--- config.mk ---
export PLATFORM = sky130hd
export DESIGN_NAME = nts_fifo
export DESIGN_NICKNAME = d
export VERILOG_FILES = /design/src/nts_fifo.sv
export SDC_FILE = /design/constraint.sdc
export NUM_CORES = 1
export LEC_CHECK = 0
export BUFFER_PORTS_ARGS = -buffer_cell sky130_fd_sc_hd__buf_4
export CAP_MARGIN = 0
export CELL_PAD_IN_SITES_DETAIL_PLACEMENT = 0
export CELL_PAD_IN_SITES_GLOBAL_PLACEMENT = 1
export CORE_ASPECT_RATIO = 1.4
export CORE_MARGIN = 8
export CORE_UTILIZATION = 50
export CTS_BUF_LIST = sky130_fd_sc_hd__clkbuf_2 sky130_fd_sc_hd__clkbuf_4 sky130_fd_sc_hd__clkbuf_8
export DETAILED_ROUTE_END_ITERATION = 12
export HOLD_SLACK_MARGIN = 0.05
export PLACE_DENSITY = 0.87
export SYNTH_ARGS = -nofsm -noshare
export SYNTH_HDL_FRONTEND = slang
export SYNTH_SLANG_ARGS = --single-unit
--- constraint.sdc ---
create_clock -name clock -period 2.7 [get_ports clock]
set_clock_uncertainty 0.05 [all_clocks]
set_input_delay 0.54 -clock clock [delete_from_list [all_inputs] [get_ports clock]]
set_output_delay 0.54 -clock clock [all_outputs]
set_load 0.02 [all_outputs]
--- src/nts_fifo.sv ---
// Small synchronous queue used between front and back and on the result side.
// Depends on nothing.
module nts_fifo #(
   parameter int WIDTH = 8,
   parameter int DEPTH = 4
) (
   input  logic             clock,
   input  logic             reset,
   input  logic             push,
   input  logic [WIDTH-1:0] push_data,
   output logic             full,
   input  logic             pop,
   output logic [WIDTH-1:0] pop_data,
   output logic             empty
);
   localparam int PW = (DEPTH > 1) ? $clog2(DEPTH) : 1;
   localparam int CW = $clog2(DEPTH + 1);

   logic [WIDTH-1:0] mem [0:DEPTH-1];
   logic [PW-1:0]    wr_ptr_ff, rd_ptr_ff;
   logic [CW-1:0]    count_ff;
   logic             do_push, do_pop;

   assign full     = (count_ff == CW'(DEPTH));
   assign empty    = (count_ff == '0);
   assign do_push  = push && !full;
   assign do_pop   = pop && !empty;
   assign pop_data = mem[rd_ptr_ff];

   // Store the pushed word
   always_ff @(posedge clock) begin
      if (do_push) begin
         mem[wr_ptr_ff] <= push_data;
      end
   end

   // Advance pointers and count
   always_ff @(posedge clock) begin
      if (reset) begin
         wr_ptr_ff <= '0;
         rd_ptr_ff <= '0;
         count_ff  <= '0;
      end else begin
         if (do_push) begin
            wr_ptr_ff <= (wr_ptr_ff == PW'(DEPTH - 1)) ? '0 : wr_ptr_ff + 1'b1;
         end
         if (do_pop) begin
            rd_ptr_ff <= (rd_ptr_ff == PW'(DEPTH - 1)) ? '0 : rd_ptr_ff + 1'b1;
         end
         if (do_push && !do_pop) begin
            count_ff <= count_ff + 1'b1;
         end else if (do_pop && !do_push) begin
            count_ff <= count_ff - 1'b1;
         end
      end
   end
endmodule

==> results of run 1 <==
metal layers:
layer,vias up,GRT usage [%],part of all wire (%)
li1,398,-,-
met2,27,18.5,56
met3,5,5.51,7.9
met5,-,0,0
met1,405,8.40,34
met4,0,5.98,2.1
flip-flops by register name, summed over array words and instances (netlist names), named ones only:
signal and flops:
count_ff 3, mem 32, rd_ptr_ff 2, wr_ptr_ff 2
per-stage QoR:
| step | power, mW | cell area (µm²) |
|---|---|---|
| floorplan | 1.19 | 1650 |
| global placement | 1.34 | 1830 |
| detailed placement | 1.36 | 1830 |
| CTS | 1.84 | 1940 |
| global route | 1.91 | 1940 |
| finish | 1.82 | 1940 |
logic make-up after synthesis:
kind of cell	synth area share, %
xor+xnor	1.06
flops	69.4
buf+inv	2.89
compound gates	3.04
mux	12.2
simple gates	5.70
fa+ha+maj	5.78
layout by cell type (no fill, tap or decap), drive strengths merged:
| master | count |
|---|---|
| edfxtp | 32 |
| o21ai | 2 |
| nand3 | 2 |
| o31ai | 2 |
| bufinv | 1 |
| fa | 1 |
| xor2 | 2 |
| inv | 4 |
| buf | 21 |
| a21oi | 3 |
| mux2i | 2 |
| or3b | 1 |
| ha | 6 |
| or3 | 2 |
| clkbuf | 6 |
| dfxtp | 9 |
| nor2 | 4 |
| and3 | 4 |
| mux4 | 8 |
| clkinv | 2 |
| nor3 | 2 |
| nand2 | 1 |
power by group through the flow:
stage / logic (mW) / registers (mW) / clock network [mW]
after floorplan: 0.370 / 0.818 / 0
after global placement: 0.481 / 0.856 / 0
after detailed placement: 0.499 / 0.864 / 0
after CTS: 0.498 / 0.849 / 0.493
after global routing: 0.532 / 0.861 / 0.514
final: 0.488 / 0.845 / 0.484
final timing paths:
path | from | endpoint | cells after the start
setup / recovery | count_ff[0] | count_ff[2] | 9
hold / removal | push_data[6] | mem[3][6] | 1
setup reg to reg | count_ff[0] | count_ff[2] | 9
hold reg to reg | rd_ptr_ff[0] | rd_ptr_ff[0] | 2
cell type report:
class,instances,area (µm²)
fillers,248,1180
clock inverters,2,38.8
flip-flops and latches,41,1140
multi-input cells,42,457
repair buffers,21,158
clock buffers,6,76.3
inverters,5,23.8
well taps,39,48.8
critical path, cell delays in order, from the launching register on:
cell and delay, ps:
dfxtp_1 450, or3b_1 290, clkinv_4 80, nor2_2 130, ha_1 200, inv_1 60
fa_1 370, xor2_1 150, or3_2 400, a21oi_1 140
==> summary.md, run 1 <==
| Metric | Value |
|---|---|
| Final period util | 88.9% |
| Cell-internal power | 1.30 mW |
| Num ports | 22 |
| Register area share after synthesis | 69.4% |
| Slew Limit Fails | 0 |
| Largest net degree at the start of global routing | 14 |
| Worst Path Required | 2870 ps |
| Final #Nets | 135 |
| Root buffer selected by CTS | clkbuf_8 |
| Arrival time at the worst endpoint | 2570 ps |
| Yosys top cell area share | 58.4% |
| Routed WL | 2560 µm |
| Global-route wire length before repair | 4100 µm |
| MaxCap Viol Count | 0 |
| Total core area | 3120 µm² |
| RePlAce Congestion | 0.732 |
| Final Worst Setup Slack | 300 ps |
| Share of layout cells above drive strength 1 | 39.3% |
| Worst slack, placed | 279 ps |
| CP endpoint kind | flop |
| Clock share of power | 26.6% |
| Total CTS buffers | 5 |
| Post-layout util | 62.2% |
| Synth-to-layout area growth | 18.1% |
| Synthesized flop and latch total | 41 |
| CTS tree | yes |
| Worst vdd ir | 0.630 mV |
| Initial antenna violation count | 0 |
| PortBufs | 21 |
| Synth Net Count | 111 |
| Crit Path Class | flop to flop |
| DR vias/cell | 5.35 |
| Post-synth EDFFs | 32 |
| Synth top area cells | edfxtp_1 58%, dfxtp_1 11%, mux4_2 11% |
| Post-CTS sizing | 0 |
| Min cycle time layout | 2400 ps |
| Crit start category | flop |
| Detailed Place HPWL | 1980 µm |
| Crit path max fanout | 7 |
| Psw | 514 µW |
| Post-synth top cells | 32 x edfxtp_1, 9 x dfxtp_1, 8 x mux4_2, 6 x ha_1 |
| Rows | 24 |
| Placed instance count | 148 |
| Die H | 83.9 µm |
| Routed wire per std cell | 16.4 µm |
| Total GRT Usage | 10.3% |
| Min Hold Slack | 399 ps |
| Final hold vios | 0 |
| Initial Utilization | 52.7% |
| Sum Neg Setup Slack | 0 ps |
| Clk buf depth | 2 |
| Drt pass-1 iters | 4 |
| H-tree Lvls | 2 |
| Initial DRC count | 20 |
| Synth cell types | 26 |
| Worst-path clk slew | 80 ps |
| Finished Layout Cells | 156 |
| Clock Sinks | 41 |
| Peak Freq | 0.417 GHz |
| Ys flop type | edfxtp_1 |
| Measured slew at the worst slew-check pin | 542 ps |
| Most frequent cell after synthesis | edfxtp_1 |
| Worst-Skew Late Latency | 290 ps |
| Vias | 835 |
| Largest area contributor in the synthesized netlist | edfxtp_1 |
| Power density over the cells | 935 nW/µm² |
| Die ar. | 5410 µm² |
| FFs w/ async S/R, synth | 0% |
| Mapped Cells | 92 |
| Grt ovf | 0 |
| Post-CTS Setup Inserts | 0 |
| Die Wd | 64.5 µm |
| Combinational group share of total power | 26.9% |
| Status | completed |
| Pleak | 0.722 nW |
| Switching portion of total power | 28.3% |
| Final setup fails | 0 |
| Vias in the first global route | 912 |
| Max_slew headroom | 63.8% |
| Syn_area_per_cell | 17.9 µm² |
| Post-cts hold buffer count | 0 |
| Flop pwr share | 46.5% |
| Number of routed nets with antenna violations | 0 |
| Yosys warns | 0 |
| Synthesized cell area | 1650 µm² |
| FF-to-FF setup slack | 300 ps |
| HP Class | input port to flop |
| DRC violations left | 0 |
| RSZ-0062 raised after global routing | false |
| # diodes | 0 |
Note: power is estimated with default switching activity, not from simulation.
==> inputs of run 2 (changes only) <==
- CORE_UTILIZATION: 50 -> 45
- PLACE_DENSITY: 0.87 -> 0.8
==> run 2 against run 1 <==
Core utilization is 8.5 points lower. Via count is 0.60% higher. Die area is 8.6% higher. Register-to-register slack worse by 40 ps. First-iteration DRC count is 45% higher. Sequential share of layout area is 0.61 points higher. Fmax is 1.7% lower. Critical path type unchanged. Critical endpoint unchanged.
==> summary.md, run 2 (synthesized netlist as in run 1, its figures left out) <==
| Metric | Value |
|---|---|
| Status | completed |
| Initial DRC count | 29 |
| Worst-Skew Late Latency | 290 ps |
| Switching portion of total power | 29.9% |
| Routed wire per std cell | 17.4 µm |
| Psw | 519 µW |
| Rows | 26 |
| Synth-to-layout area growth | 16.9% |
| Post-cts hold buffer count | 0 |
| Total GRT Usage | 10.6% |
| Drt pass-1 iters | 4 |
| MaxCap Viol Count | 0 |
| Share of layout cells above drive strength 1 | 38.5% |
| Arrival time at the worst endpoint | 2620 ps |
| Worst vdd ir | 0.598 mV |
| CTS tree | yes |
| DRC violations left | 0 |
| Flop pwr share | 48.7% |
| PortBufs | 21 |
| Measured slew at the worst slew-check pin | 543 ps |
| Peak Freq | 0.409 GHz |
| Power density over the cells | 903 nW/µm² |
| Final #Nets | 135 |
| Worst path slowest cell | dfxtp_1 |
| Crit-path cells | or3b_1 > clkinv_4 > nor2_2 > ha_1 > inv_1 > fa_1 > xor2_1 > or3_2 > a21oi_1 |
| CP endpoint kind | flop |
| Final period util | 90.5% |
| Filler cells | 304 |
| Largest net degree at the start of global routing | 13 |
| Total Power | 1.74 mW |
| Largest register FFs | 32 |
| Max_slew headroom | 63.7% |
| Die H | 87.5 µm |
| Post-placement cell area | 1830 µm² |
| Post-CTS sizing | 0 |
| Global-route wire length before repair | 4400 µm |
| Num ports | 22 |
| RePlAce Congestion | 0.740 |
| H-tree Lvls | 2 |
| Crit path max fanout | 7 |
| Min cycle time layout | 2440 ps |
| Pleak | 0.712 nW |
| Crit start category | flop |
| Initial Utilization | 46.0% |
| Total core area | 3580 µm² |
| Worst-path clk slew | 70 ps |
| Number of routed nets with antenna violations | 0 |
| Grt ovf | 0 |
| Root buffer selected by CTS | clkbuf_8 |
| Routed WL | 2760 µm |
| Initial antenna violation count | 0 |
| Clock Sinks | 41 |
| Sum Neg Setup Slack | 0 ps |
| Post-CTS Setup Inserts | 0 |
| Commonest non-fill, non-tap cell in the layout | edfxtp_1 |
| Clock share of power | 23.0% |
| Slowest cell delay on critical path | 450 ps |
| Registers with the most flip-flops | mem: 32 flops, count_ff: 3 flops |
| RSZ-0062 raised after global routing | false |
| # diodes | 0 |
| Detailed Place HPWL | 2010 µm |
| DR vias/cell | 5.28 |
| Slew Limit Fails | 0 |
| Finished layout cell area | 1920 µm² |
| Crit Path Class | flop to flop |
| Largest Register | mem |
| Vias | 840 |
| Final setup fails | 0 |
| Most frequent cells in the layout | 32 x edfxtp_1, 21 x buf_4, 9 x dfxtp_1, 8 x mux4_2 |
| Clk buf depth | 2 |
| Cell-internal power | 1.22 mW |
| Combinational group share of total power | 28.2% |
| Final hold vios | 0 |
| HP Class | input port to flop |
| Vias in the first global route | 953 |
| Die Wd | 67.1 µm |
| Total CTS buffers | 5 |
| Die ar. | 5870 µm² |
| Worst Path Required | 2870 ps |
[run 2: changes by cell type in the layout (fill, tap and decap cells not counted)]
cell | previous run | this run
clkinv_1 | 0 | 1
clkinv_4 | 2 | 1
clkbuf_8 | 5 | 6
clkinv_2 | 0 | 1
clkbuf_4 | 1 | 0
bufinv_16 | 1 | 0
[run 2: area by class of cell]
class | count | area [µm²] | share of cell area, %
sequential | 41 | 1140 | 59.3
multi-input combinational | 42 | 457 | 23.7
timing repair buffer | 21 | 158 | 8.20
clock buffer | 6 | 82.6 | 4.29
tap | 42 | 52.6 | 2.73
inverter | 5 | 23.8 | 1.24
clock inverter | 2 | 8.76 | 0.455
[run 2: path summary, 6_finish.rpt]
path	from	endpoint	slack [ps]	cells after the start
setup / recovery	count_ff[0]	count_ff[2]	260	9
hold / removal	push_data[3]	mem[0][3]	400	1
setup reg to reg	count_ff[0]	count_ff[2]	260	9
hold reg to reg	rd_ptr_ff[0]	rd_ptr_ff[0]	450	2
[run 2: power by group through the flow]
stage,clock (mW),combinational [mW],sequential [mW]
finish,0.400,0.490,0.846
global route,0.427,0.537,0.864
CTS,0.406,0.500,0.851
detailed placement,0,0.498,0.864
global placement,0,0.483,0.857
floorplan,0,0.370,0.818
[run 2: critical path, delay by kind of cell (launching register included)]
kind | cells | cell delay, ps
flip-flops | 1 | 450
AO/OA/AOI/OAI | 1 | 140
AND/OR/NAND/NOR | 3 | 830
XOR/XNOR | 1 | 160
adder cells (fa/ha/maj) | 2 | 590
buffers and inverters | 2 | 160
[run 2: per-stage QoR]
| step | cells | worst slack [ps] | hold WS, ps | utilization, % |
|---|---|---|---|---|
| 2_1_floorplan | 92 | 456 | 413 | - |
| 3_3_place_gp | 151 | 371 | 422 | 51.2 |
| 3_5_place_dp | 151 | 280 | 436 | 51.2 |
| 4_1_cts | 159 | 264 | 394 | 53.7 |
| 5_1_grt | 159 | 126 | 390 | 53.7 |
| 6_report | 159 | 257 | 397 | 53.7 |
[run 2: routing by layer]
metal | vias up | part of all wire (%) | GRT usage [%]
met4 | 0 | 2.2 | 7.06
met1 | 412 | 37 | 9.42
met2 | 23 | 54 | 18.3
met3 | 5 | 7.0 | 4.87
li1 | 400 | - | -
met5 | - | 0 | 0
