### src/nts_pkg.sv
// Shared types and constants for the note to PWM tone settings block.
// Used by the front, the back and the top level; no dependencies.
package nts_pkg;

   // Register indexes on the configuration port
   localparam logic [1:0] CSR_SYSTEM_CLOCK = 2'd0;
   localparam logic [1:0] CSR_VOLUME       = 2'd1;
   localparam logic [1:0] CSR_TEMPO        = 2'd2;

   localparam logic [31:0] CLOCK_RESET  = 32'd8000000;
   localparam logic [9:0]  VOLUME_RESET = 10'd50;
   localparam logic [8:0]  TEMPO_RESET  = 9'd120;

   localparam logic [15:0] MAX_AUDIBLE_HZ     = 16'd20000;
   localparam logic [17:0] WHOLE_NOTE_BASE_MS = 18'd240000;

   // Divide by the period limit of 60000: shift out 32, then multiply by
   // 2^38 / 1875 rounded up; exact for any 27-bit value after the shift
   localparam logic [27:0] PRESC_RECIP = 28'd146601551;
   // Divide by the duty scale of 2000: shift out 16, then multiply by
   // 2^29 / 125 rounded up; exact for any 22-bit value after the shift
   localparam logic [22:0] DUTY_RECIP  = 23'd4294968;

   localparam int MID_DEPTH_DEFAULT = 4;
   localparam int OUT_DEPTH_DEFAULT = 2;

   // Classified note plus the configuration it runs with
   typedef struct packed {
      logic        silent;
      logic [15:0] freq;
      logic [7:0]  den;
      logic        dotted;
      logic        dzero;
      logic [8:0]  tempo;
      logic [31:0] clk;
      logic [9:0]  vol;
   } mid_type;

   // Work word carried alongside the divider pipeline
   typedef struct packed {
      mid_type     note;
      logic [17:0] whole;
      logic [18:0] dur;
      logic [16:0] p;
      logic [15:0] period;
   } work_type;

   typedef struct packed {
      logic        silent;
      logic [16:0] prescale_value;
      logic [15:0] reload_value;
      logic [15:0] compare_value;
      logic [18:0] duration_ms;
   } rsp_type;

endpackage

### src/nts_front.sv
// Front: configuration registers and classification of incoming notes.
// Depends on nts_pkg.
module nts_front (
   input  logic            clock,
   input  logic            reset,
   input  logic            csr_write_en,
   input  logic [1:0]      csr_index,
   input  logic [31:0]     csr_wdata,
   input  logic [15:0]     req_note_frequency,
   input  logic [7:0]      req_note_divider,
   output nts_pkg::mid_type mid_word
);
   logic [31:0] clk_ff;
   logic [9:0]  vol_ff;
   logic [8:0]  tempo_ff;

   // Hold configuration registers
   always_ff @(posedge clock) begin
      if (reset) begin
         clk_ff   <= nts_pkg::CLOCK_RESET;
         vol_ff   <= nts_pkg::VOLUME_RESET;
         tempo_ff <= nts_pkg::TEMPO_RESET;
      end else if (csr_write_en) begin
         case (csr_index)
            nts_pkg::CSR_SYSTEM_CLOCK: clk_ff   <= csr_wdata;
            nts_pkg::CSR_VOLUME:       vol_ff   <= csr_wdata[9:0];
            nts_pkg::CSR_TEMPO:        tempo_ff <= csr_wdata[8:0];
            default: ;
         endcase
      end
   end

   // Classify: silence, divider magnitude and dotted flag, tempo floor
   always_comb begin
      mid_word.silent = (req_note_frequency == '0) ||
                        (req_note_frequency > nts_pkg::MAX_AUDIBLE_HZ);
      mid_word.freq   = req_note_frequency;
      mid_word.dotted = req_note_divider[7];
      mid_word.dzero  = (req_note_divider == '0);
      mid_word.den    = req_note_divider[7] ? (~req_note_divider + 8'd1)
                                            : req_note_divider;
      mid_word.tempo  = (tempo_ff == '0) ? 9'd1 : tempo_ff;
      mid_word.clk    = clk_ff;
      mid_word.vol    = vol_ff;
   end
endmodule

### config.mk
export PLATFORM = sky130hd
export DESIGN_NAME = nts_front
export DESIGN_NICKNAME = d
export VERILOG_FILES = /design/src/nts_pkg.sv /design/src/nts_front.sv
export SDC_FILE = /design/constraint.sdc
export NUM_CORES = 1
export LEC_CHECK = 0
export BUFFER_PORTS_ARGS = -buffer_cell sky130_fd_sc_hd__buf_2
export CAP_MARGIN = 15
export CORE_ASPECT_RATIO = 2
export CORE_MARGIN = 2
export CORE_UTILIZATION = 35
export DETAILED_ROUTE_END_ITERATION = 10
export HOLD_SLACK_MARGIN = 0.05
export PLACE_DENSITY = 0.68
export REMOVE_ABC_BUFFERS = 1
export SLEW_MARGIN = 0
export SYNTH_ARGS = -nofsm -noshare
export SYNTH_HDL_FRONTEND = slang
export SYNTH_SLANG_ARGS = --single-unit
### constraint.sdc
create_clock -name clock -period 3.8 [get_ports clock]
set_input_delay 0.76 -clock clock [delete_from_list [all_inputs] [get_ports clock]]
set_output_delay 0.76 -clock clock [all_outputs]
set_load 0.01 [all_outputs]
==> results.cfg, run 1 <==
[setup_path]
cpPeakStageDelay_ns = 0.40
r2r_slack_ns = 3.13
crit_type = input port to primary output
critPathBufInv = 2
cp_top_family = simple AND/OR/NAND/NOR gates
cp-end-kind = primary output
startpoint_type = input port
slowest_stage = or3_1
arrival_ns = 1.92
required_ns = 3.04
path_cells = buf_2 > or3_1 > or2_4 > o21ai_2 > xnor2_1 > buf_2
cp_common_cell = buf_2
crit_path_max_fanout = 3

[sta]
finClkSkew_ns = 0
worst_slew_pin_slew_ns = 1.11
hold_slack_ns = 0.451
period_share = 0.705
setup_viol = 0
fin_crit_ns = 2.68
slew_viol_final = 0
finalHoldViolations = 0
slew_headroom = 0.260
fin_setup_tns_ns = 0
fmax_mhz = 373
rsz0062_at_grt = no

[floorplan]
die_w_um = 60.5
die_area_um2 = 7070
start_util = 0.357
core_um2 = 6260
rows = 41
die_h_um = 117
design.portCount = 139

[detailed_routing]
vias_per_cell = 4.68
remaining_drc_errors = 0
wl_um = 5930
dr_total_vias = 2261
drt_iter0_markers = 40
drt_pre_antenna_iters = 4
wl_per_cell_um = 12.3
antenna_left = 0

[global_route]
grt_max_degree = 52
grt_overflow_total = 0
grt_pass1_vias = 2015
antenna_found_initial = 0
groute.usage.overall = 0.170
grt_pass1_wl_um = 8980

[place]
port-buffer-count = 138
hpwlAfterDp_um = 4520
place.gp.congestion = 0.728

[clock_network]
cts_root_buf = clkbuf_16
clk_pin_slew_worst_paths_ns = 0.06
numCtsBuffers = 5
cts.repair.resized = 0
hold_buffers = 0
post_cts_buffers = 0
clock_sinks = 51
clk_latency_ns = 0.29
tritoncts = done
htree_levels = 2
cts_buffer_depth = 2

[pwr]
p_leak_uw = 0.00139
seqPwrFrac = 0.485
switching_share = 0.251
power_density_nw_per_um2 = 395
combPwrFrac = 0.145
ir_drop_mv = 0.359
power_switching_uw = 293
p_int_uw = 873
clockPowerShare = 0.370

[run]
cap_violations = 0

[yosys]
synth_seq_cells = 51
yosys.area.top_type = dfxtp_1
synth_top_area_share = 0.457
synth_ff_type = dfxtp_1
avgSynthCellArea_um2 = 7.64
ys_warn_count = 0
synthCells = 292
synth_area_um2 = 2230
synthArstFlopShare = 0
synth-edff-count = 0
yosys-top-cells-area = dfxtp_1, nand2_1, a21oi_1
synth.distinct_cells = 31
ys_seq_area_frac = 0.457

[layout]
n_antenna_cell = 0
area_growth_pct = 32.2
layout.nets = 458
layout-drive-gt1-share = 0.375

[run_status]
outcome = complete, no violations

[worst_hold_path]
hold_class = flip-flop to flip-flop
==> final timing paths <==
kind | end | from | cells after the start
setup reg to reg | clk_ff[7]$_SDFFE_PP0P_ | clk_ff[7]$_SDFFE_PP0P_ | 2
hold / removal | clk_ff[6]$_SDFFE_PP0P_ | clk_ff[6]$_SDFFE_PP0P_ | 2
setup / recovery | mid_word[59] | req_note_divider[4] | 6
hold reg to reg | clk_ff[6]$_SDFFE_PP0P_ | clk_ff[6]$_SDFFE_PP0P_ | 2
==> state kept, by name, indices dropped and copies added (netlist names) <==
register	cells
clk_ff	32
vol_ff	10
tempo_ff	9
==> worst min-delay path, stage by stage, from the launching register on <==
cell,delay (ns)
dfxtp_1,0.31
nand2_1,0.05
a21oi_1,0.05
==> power groups by stage <==
stage	clock network, uW	registers (uW)	logic, uW
5_1_grt	475	568	190
2_1_floorplan	0	587	55.9
3_5_place_dp	0	578	171
4_1_cts	447	566	172
3_3_place_gp	0	577	168
6_report	431	566	169
==> cell type report <==
cell class | count | area, um2
Tap cell | 86 | 108
Inverter | 3 | 11.3
Timing Repair Buffer | 139 | 698
Multi-Input combinational cell | 196 | 975
Fill cell | 672 | 3310
Sequential cell | 51 | 1020
Clock buffer | 7 | 133
Clock inverter | 1 | 5.00
==> through the flow <==
stage	std cells	instance area (um2)	setup WS [ns]	total power, uW	utilization
global placement	475	2810	1.14	746	0.449
global route	483	2950	1.05	1230	0.471
detailed placement	475	2810	1.12	749	0.449
CTS	483	2950	1.12	1180	0.471
floorplan	250	2000	1.30	643	-
finish	483	2950	1.12	1170	0.471
==> cell families after synthesis <==
family,count (synthesis),synth area share
simple gates,143,0.293
buf+inv,45,0.109
fa+ha+maj,1,0.00560
xor+xnor,5,0.0196
compound gates,47,0.115
flops,51,0.457
==> synthesized netlist by cell type (2+ instances only) <==
master	count
inv_1	3
nor4_1	6
o31ai_1	3
a21oi_1	37
nand4_1	2
buf_2	5
nand2_1	106
nor3_1	2
buf_4	18
nor2_1	3
clkbuf_1	18
nand3b_1	15
xnor2_1	5
dfxtp_1	51
a21o_1	2
==> placed cells by master (no fill, tap or decap), types with 3 or more instances in the layout <==
master	n
o31ai_1	3
nand2_1	106
clkbuf_16	5
a21oi_1	37
xnor2_1	5
nor2_1	3
dfxtp_1	51
nand3b_1	15
nor4_1	6
buf_2	138
inv_1	3
==> per-layer routing <==
layer / share of wire / wire (um) / up-vias / track usage
met5: 0 / 0 / - / 0
met4: 0.014 / 85 / 0 / 0.0565
met3: 0.077 / 455 / 6 / 0.0473
met2: 0.55 / 3260 / 103 / 0.327
met1: 0.36 / 2130 / 1008 / 0.166
li1: - / - / 1144 / -
Power figures use the tool's default switching activity.
==> run 2: changes to the inputs <==
==> constraint.sdc (replaced) <==
create_clock -name clock -period 2.6 [get_ports clock]
set_input_delay 0.52 -clock clock [delete_from_list [all_inputs] [get_ports clock]]
set_output_delay 0.52 -clock clock [all_outputs]
set_load 0.01 [all_outputs]
==> run 2 against run 1 <==
  * Register-to-register slack got worse by 1.2 ns
  * Clock power up 57%
  * Routed wire length is 1.8% lower
  * Combinational power increased by 46%
  * Sequential cell count is the same
  * Utilization rose by 0.42 points
  * Global-route usage shrank 1.0 points
  * Total power grew 50%
  * Hold slack got worse by 0.012 ns
  * Sequential power increased by 46%
  * Highest routed layer unchanged
==> results.cfg, run 2 (synthesized netlist as in run 1, its figures left out) <==
[run_status]
outcome = complete, no violations

[sta]
worst_slew_pin_slew_ns = 0.846
setup_viol = 0
period_share = 0.845
slew_viol_final = 0
finClkSkew_ns = 0
finalHoldViolations = 0
slew_headroom = 0.436
fin_setup_tns_ns = 0
fmax_mhz = 455
fin_ws_ns = 0.404
fin_crit_ns = 2.20
rsz0062_at_grt = no

[setup_path]
cp_common_cell = buf_2
required_ns = 2.08
r2r_slack_ns = 1.96
crit_path_max_fanout = 3
arrival_ns = 1.68
cp-end-kind = primary output
r2r-end = tempo_ff[2]$_SDFFE_PP0P_
cp_top_family = simple AND/OR/NAND/NOR gates
slowest_stage = or3_1
critPathBufInv = 2
r2r-start = tempo_ff[2]$_SDFFE_PP0P_
cpPeakStageDelay_ns = 0.40
reg2reg_depth = 2
crit_type = input port to primary output
startpoint_type = input port
path_cells = buf_2 > or3_1 > or2_4 > o21ai_2 > xnor2_1 > buf_2

[detailed_routing]
remaining_drc_errors = 0
drt_iter0_markers = 36
dr_total_vias = 2255
antenna_left = 0
drt_pre_antenna_iters = 4
vias_per_cell = 4.66
wl_um = 5820
top_layer_used = met4
wl_per_cell_um = 12.0
route.met3.wl_um = 436
wl_met1_um = 2060
dr_wl_met2_um = 3180

[worst_hold_path]
hold_depth = 3
worstHoldStart = csr_wdata[20]
hold_class = input port to flip-flop
min_to = clk_ff[20]$_SDFFE_PP1P_

[pwr]
combPwrFrac = 0.141
ir_drop_mv = 0.513
p_int_uw = 1330
power_switching_uw = 421
p_leak_uw = 0.00141
seqPwrFrac = 0.472
clockPowerShare = 0.387
power_density_nw_per_um2 = 588
switching_share = 0.240

[layout]
finalNonFillerCells = 484
layout-drive-gt1-share = 0.379
layout_common_cells = buf_2, nand2_1, dfxtp_1
area_growth_pct = 33.4
final_util = 0.476
finish.instance_area_um2 = 2980
largest_register_ffs = 32
largest_registers = clk_ff x32, vol_ff x10, tempo_ff x9
layout.nets = 459
multi_input_area_um2 = 975
fill_cells = 663
top_register = clk_ff
n_antenna_cell = 0
final_common_cell = buf_2
seqCellArea_um2 = 1020

[global_route]
antenna_found_initial = 0
grt_overflow_total = 0
grt_max_degree = 52
groute.usage.overall = 0.159
grt_pass1_wl_um = 8460
grt_pass1_vias = 1966

[floorplan]
die_w_um = 60.5
rows = 41
start_util = 0.357
die_h_um = 117
die_area_um2 = 7070
core_um2 = 6260
design.portCount = 139

[clock_network]
cts_buffer_depth = 2
post_cts_buffers = 0
clk_latency_ns = 0.29
tritoncts = done
clk_pin_slew_worst_paths_ns = 0.06
clock_sinks = 51
hold_buffers = 0
cts.repair.resized = 0
htree_levels = 2
numCtsBuffers = 5
cts_root_buf = clkbuf_16

[place]
port-buffer-count = 138
pre_cts_slack_ns = 0.402
placed_cells = 476
hpwlAfterDp_um = 4460
dpl-instance-area_um2 = 2820
place.gp.congestion = 0.722

[run]
cap_violations = 0
[run 2: cell count changes in the layout (fill, tap and decap cells not counted)]
cell	before	now
clkbuf_1	2	1
buf_4	1	2
clkinv_2	1	0
clkbuf_8	0	2
[run 2: metrics by stage]
step / power [uW] / hold WS, ns
final: 1750 / 0.439
after global routing: 1830 / 0.445
after CTS: 1780 / 0.434
after detailed placement: 1100 / 0.446
after global placement: 1090 / 0.439
after floorplan: 940 / 0.430
[run 2: how the worst max path moves through the flow]
stage	start	end	slack, ns	cells past startpoint
after floorplan	req_note_divider[4]	mid_word[51]	0.58	3
after CTS	req_note_divider[4]	mid_word[59]	0.40	6
after global routing	req_note_divider[4]	mid_word[59]	0.35	6
after detailed placement	req_note_divider[4]	mid_word[59]	0.40	6
after global placement	req_note_frequency[5]	mid_word[77]	0.42	6
final	req_note_divider[4]	mid_word[59]	0.40	6
[run 2: cell type report]
class	instances	share of cell area
Timing Repair Buffer	140	0.237
Tap cell	86	0.0361
Inverter	3	0.00378
Multi-Input combinational cell	196	0.327
Sequential cell	51	0.343
Clock buffer	8	0.0525
[run 2: power groups by stage]
| stage | registers [uW] | logic, uW | clock network (uW) |
|---|---|---|---|
| finish | 827 | 247 | 677 |
| global placement | 844 | 247 | 0 |
| detailed placement | 845 | 250 | 0 |
| floorplan | 858 | 81.8 | 0 |
| global route | 830 | 276 | 727 |
| CTS | 828 | 251 | 701 |
[run 2: tightest hold or removal path, delay by kind of cell]
family                 cells  cell delay, ns
and+or+nand+nor            2            0.10
buffers and inverters      1            0.07
[run 2: layer usage]
metal	up-vias	track usage
li1	1142	-
met1	999	0.150
met2	104	0.309
met3	10	0.0352
met4	0	0.0725
met5	-	0
==> run 3: changes to the inputs <==
--- a/config.mk
+++ b/config.mk
@@ -12,7 +12,7 @@
 export CORE_UTILIZATION = 35
 export DETAILED_ROUTE_END_ITERATION = 10
 export HOLD_SLACK_MARGIN = 0.05
-export PLACE_DENSITY = 0.68
+export PLACE_DENSITY = 0.7
 export REMOVE_ABC_BUFFERS = 1
 export SLEW_MARGIN = 0
 export SYNTH_ARGS = -nofsm -noshare
==> constraint.sdc (replaced) <==
create_clock -name clock -period 2 [get_ports clock]
set_input_delay 0.4 -clock clock [delete_from_list [all_inputs] [get_ports clock]]
set_output_delay 0.4 -clock clock [all_outputs]
set_load 0.01 [all_outputs]
==> run 3 against run 2 <==
  * First-iteration DRC count increased by 31%
  * Total power grew 27%
  * Hold slack got worse by 0.12 ns
  * Count of clock-buffer cells in the layout fell by 1
  * Global-route usage grew 0.61 points
  * Final cell count up 1.0%
  * Combinational power increased by 36%
  * Worst setup slack worse by 0.35 ns
  * Critical path type unchanged
  * Critical endpoint is now mid_word[77]
  * Largest power group unchanged
==> results.cfg, run 3 (synthesized netlist as in run 1, its figures left out) <==
[run_status]
outcome = complete, no violations

[setup_path]
cp-end-kind = primary output
startpoint_type = input port
crit_type = input port to primary output
path_cells = buf_6 > or4_1 > o211ai_1 > a31oi_1 > a21o_1 > buf_2
cpPeakStageDelay_ns = 0.51
critPathBufInv = 2
required_ns = 1.60
cp_top_family = simple AND/OR/NAND/NOR gates
arrival_ns = 1.55
crit_path_max_fanout = 2
slowest_stage = or4_1

[pwr]
power_density_nw_per_um2 = 736
total_power_uw = 2230
p_leak_uw = 0.00143
ir_drop_mv = 0.582

[layout]
seqCellArea_um2 = 1020
n_antenna_cell = 0
largest_register_ffs = 32
largest_registers = clk_ff x32, vol_ff x10, tempo_ff x9
area_growth_pct = 35.5
layout.nets = 464
top_register = clk_ff
layout_common_cells = buf_2, nand2_1, dfxtp_1
finish.instance_area_um2 = 3030
layout-drive-gt1-share = 0.387
fill_cells = 671
multi_input_area_um2 = 980
final_common_cell = buf_2

[clock_network]
clk_pin_slew_worst_paths_ns = 0.06
numCtsBuffers = 5
tritoncts = done
cts_buffer_depth = 2
clock_sinks = 51
hold_buffers = 0
htree_levels = 2
cts.repair.resized = 0
cts_root_buf = clkbuf_16
post_cts_buffers = 0
clk_latency_ns = 0.29

[sta]
fin_ws_ns = 0.0549
fin_crit_ns = 1.95
finClkSkew_ns = 0
setup_viol = 0
slew_viol_final = 0
fmax_mhz = 514
slew_headroom = 0.709
finalHoldViolations = 0
period_share = 0.973
worst_slew_pin_slew_ns = 0.437

[worst_hold_path]
hold_class = input port to flip-flop

[global_route]
antenna_found_initial = 0
grt_max_degree = 29
grt_pass1_wl_um = 8740
grt_overflow_total = 0
groute.usage.overall = 0.165
grt_pass1_vias = 1985

[detailed_routing]
antenna_left = 0
dr_total_vias = 2282
wl_per_cell_um = 12.4
vias_per_cell = 4.67
remaining_drc_errors = 0
drt_pre_antenna_iters = 4
wl_um = 6080
drt_iter0_markers = 47

[floorplan]
design.portCount = 139
start_util = 0.357
die_h_um = 117
die_area_um2 = 7070
die_w_um = 60.5
core_um2 = 6260
rows = 41

[place]
port-buffer-count = 138
dpl-instance-area_um2 = 2870
hpwlAfterDp_um = 4750
place.gp.congestion = 0.728
pre_cts_slack_ns = 0.0103

[run]
cap_violations = 0
[run 3: changes by cell type in the layout (fill, tap and decap cells not counted), sizes merged]
cell / delta
clkbuf: -1
clkinv: +1
buf: +5
[run 3: final timing paths]
kind | from | endpoint | slack (ns) | cells past startpoint
worst max-delay path | req_note_frequency[6] | mid_word[77] | 0.05 | 6
worst min-delay path | csr_wdata[20] | clk_ff[20]$_SDFFE_PP1P_ | 0.32 | 3
worst max register to register | tempo_ff[2]$_SDFFE_PP0P_ | tempo_ff[2]$_SDFFE_PP0P_ | 1.37 | 2
worst min register to register | clk_ff[7]$_SDFFE_PP0P_ | clk_ff[7]$_SDFFE_PP0P_ | 0.45 | 2
[run 3: through the flow]
| stage | utilization | setup TNS (ns) | hold WS (ns) | std cells |
|---|---|---|---|---|
| global route | 0.483 | -0.00742 | 0.325 | 489 |
| finish | 0.483 | 0 | 0.320 | 489 |
| floorplan | - | 0 | 0.430 | 250 |
| global placement | 0.459 | 0 | 0.439 | 481 |
| detailed placement | 0.459 | 0 | 0.446 | 481 |
| CTS | 0.481 | 0 | 0.314 | 489 |
[run 3: final cells by class]
type	count	share of cell area
clock buffer	7	0.0438
clock inverter	1	0.00165
inverter	3	0.00372
multi-input combinational	196	0.324
sequential	51	0.337
tap	86	0.0356
timing repair buffer	145	0.254
[run 3: per-layer routing]
layer,share of wire,GRT usage,wire length (um),vias to the layer above
met2,0.54,0.318,3260,102
li1,-,-,-,1152
met1,0.37,0.160,2240,1022
met5,0,0,0,-
met3,0.079,0.0451,477,6
met4,0.015,0.0609,94,0
[run 3: worst reg2reg max path: stages, from the launching register on]
cell and delay [ns]:
dfxtp_1 0.37, nand2_1 0.06, a21oi_1 0.13
[run 3: report_power, final]
part	internal [uW]	leakage (uW)	switching, uW
sequential	1050	0.000416	19.5
combinational	153	0.000950	185
clock	463	0.0000679	351
total	1670	0.00143	555
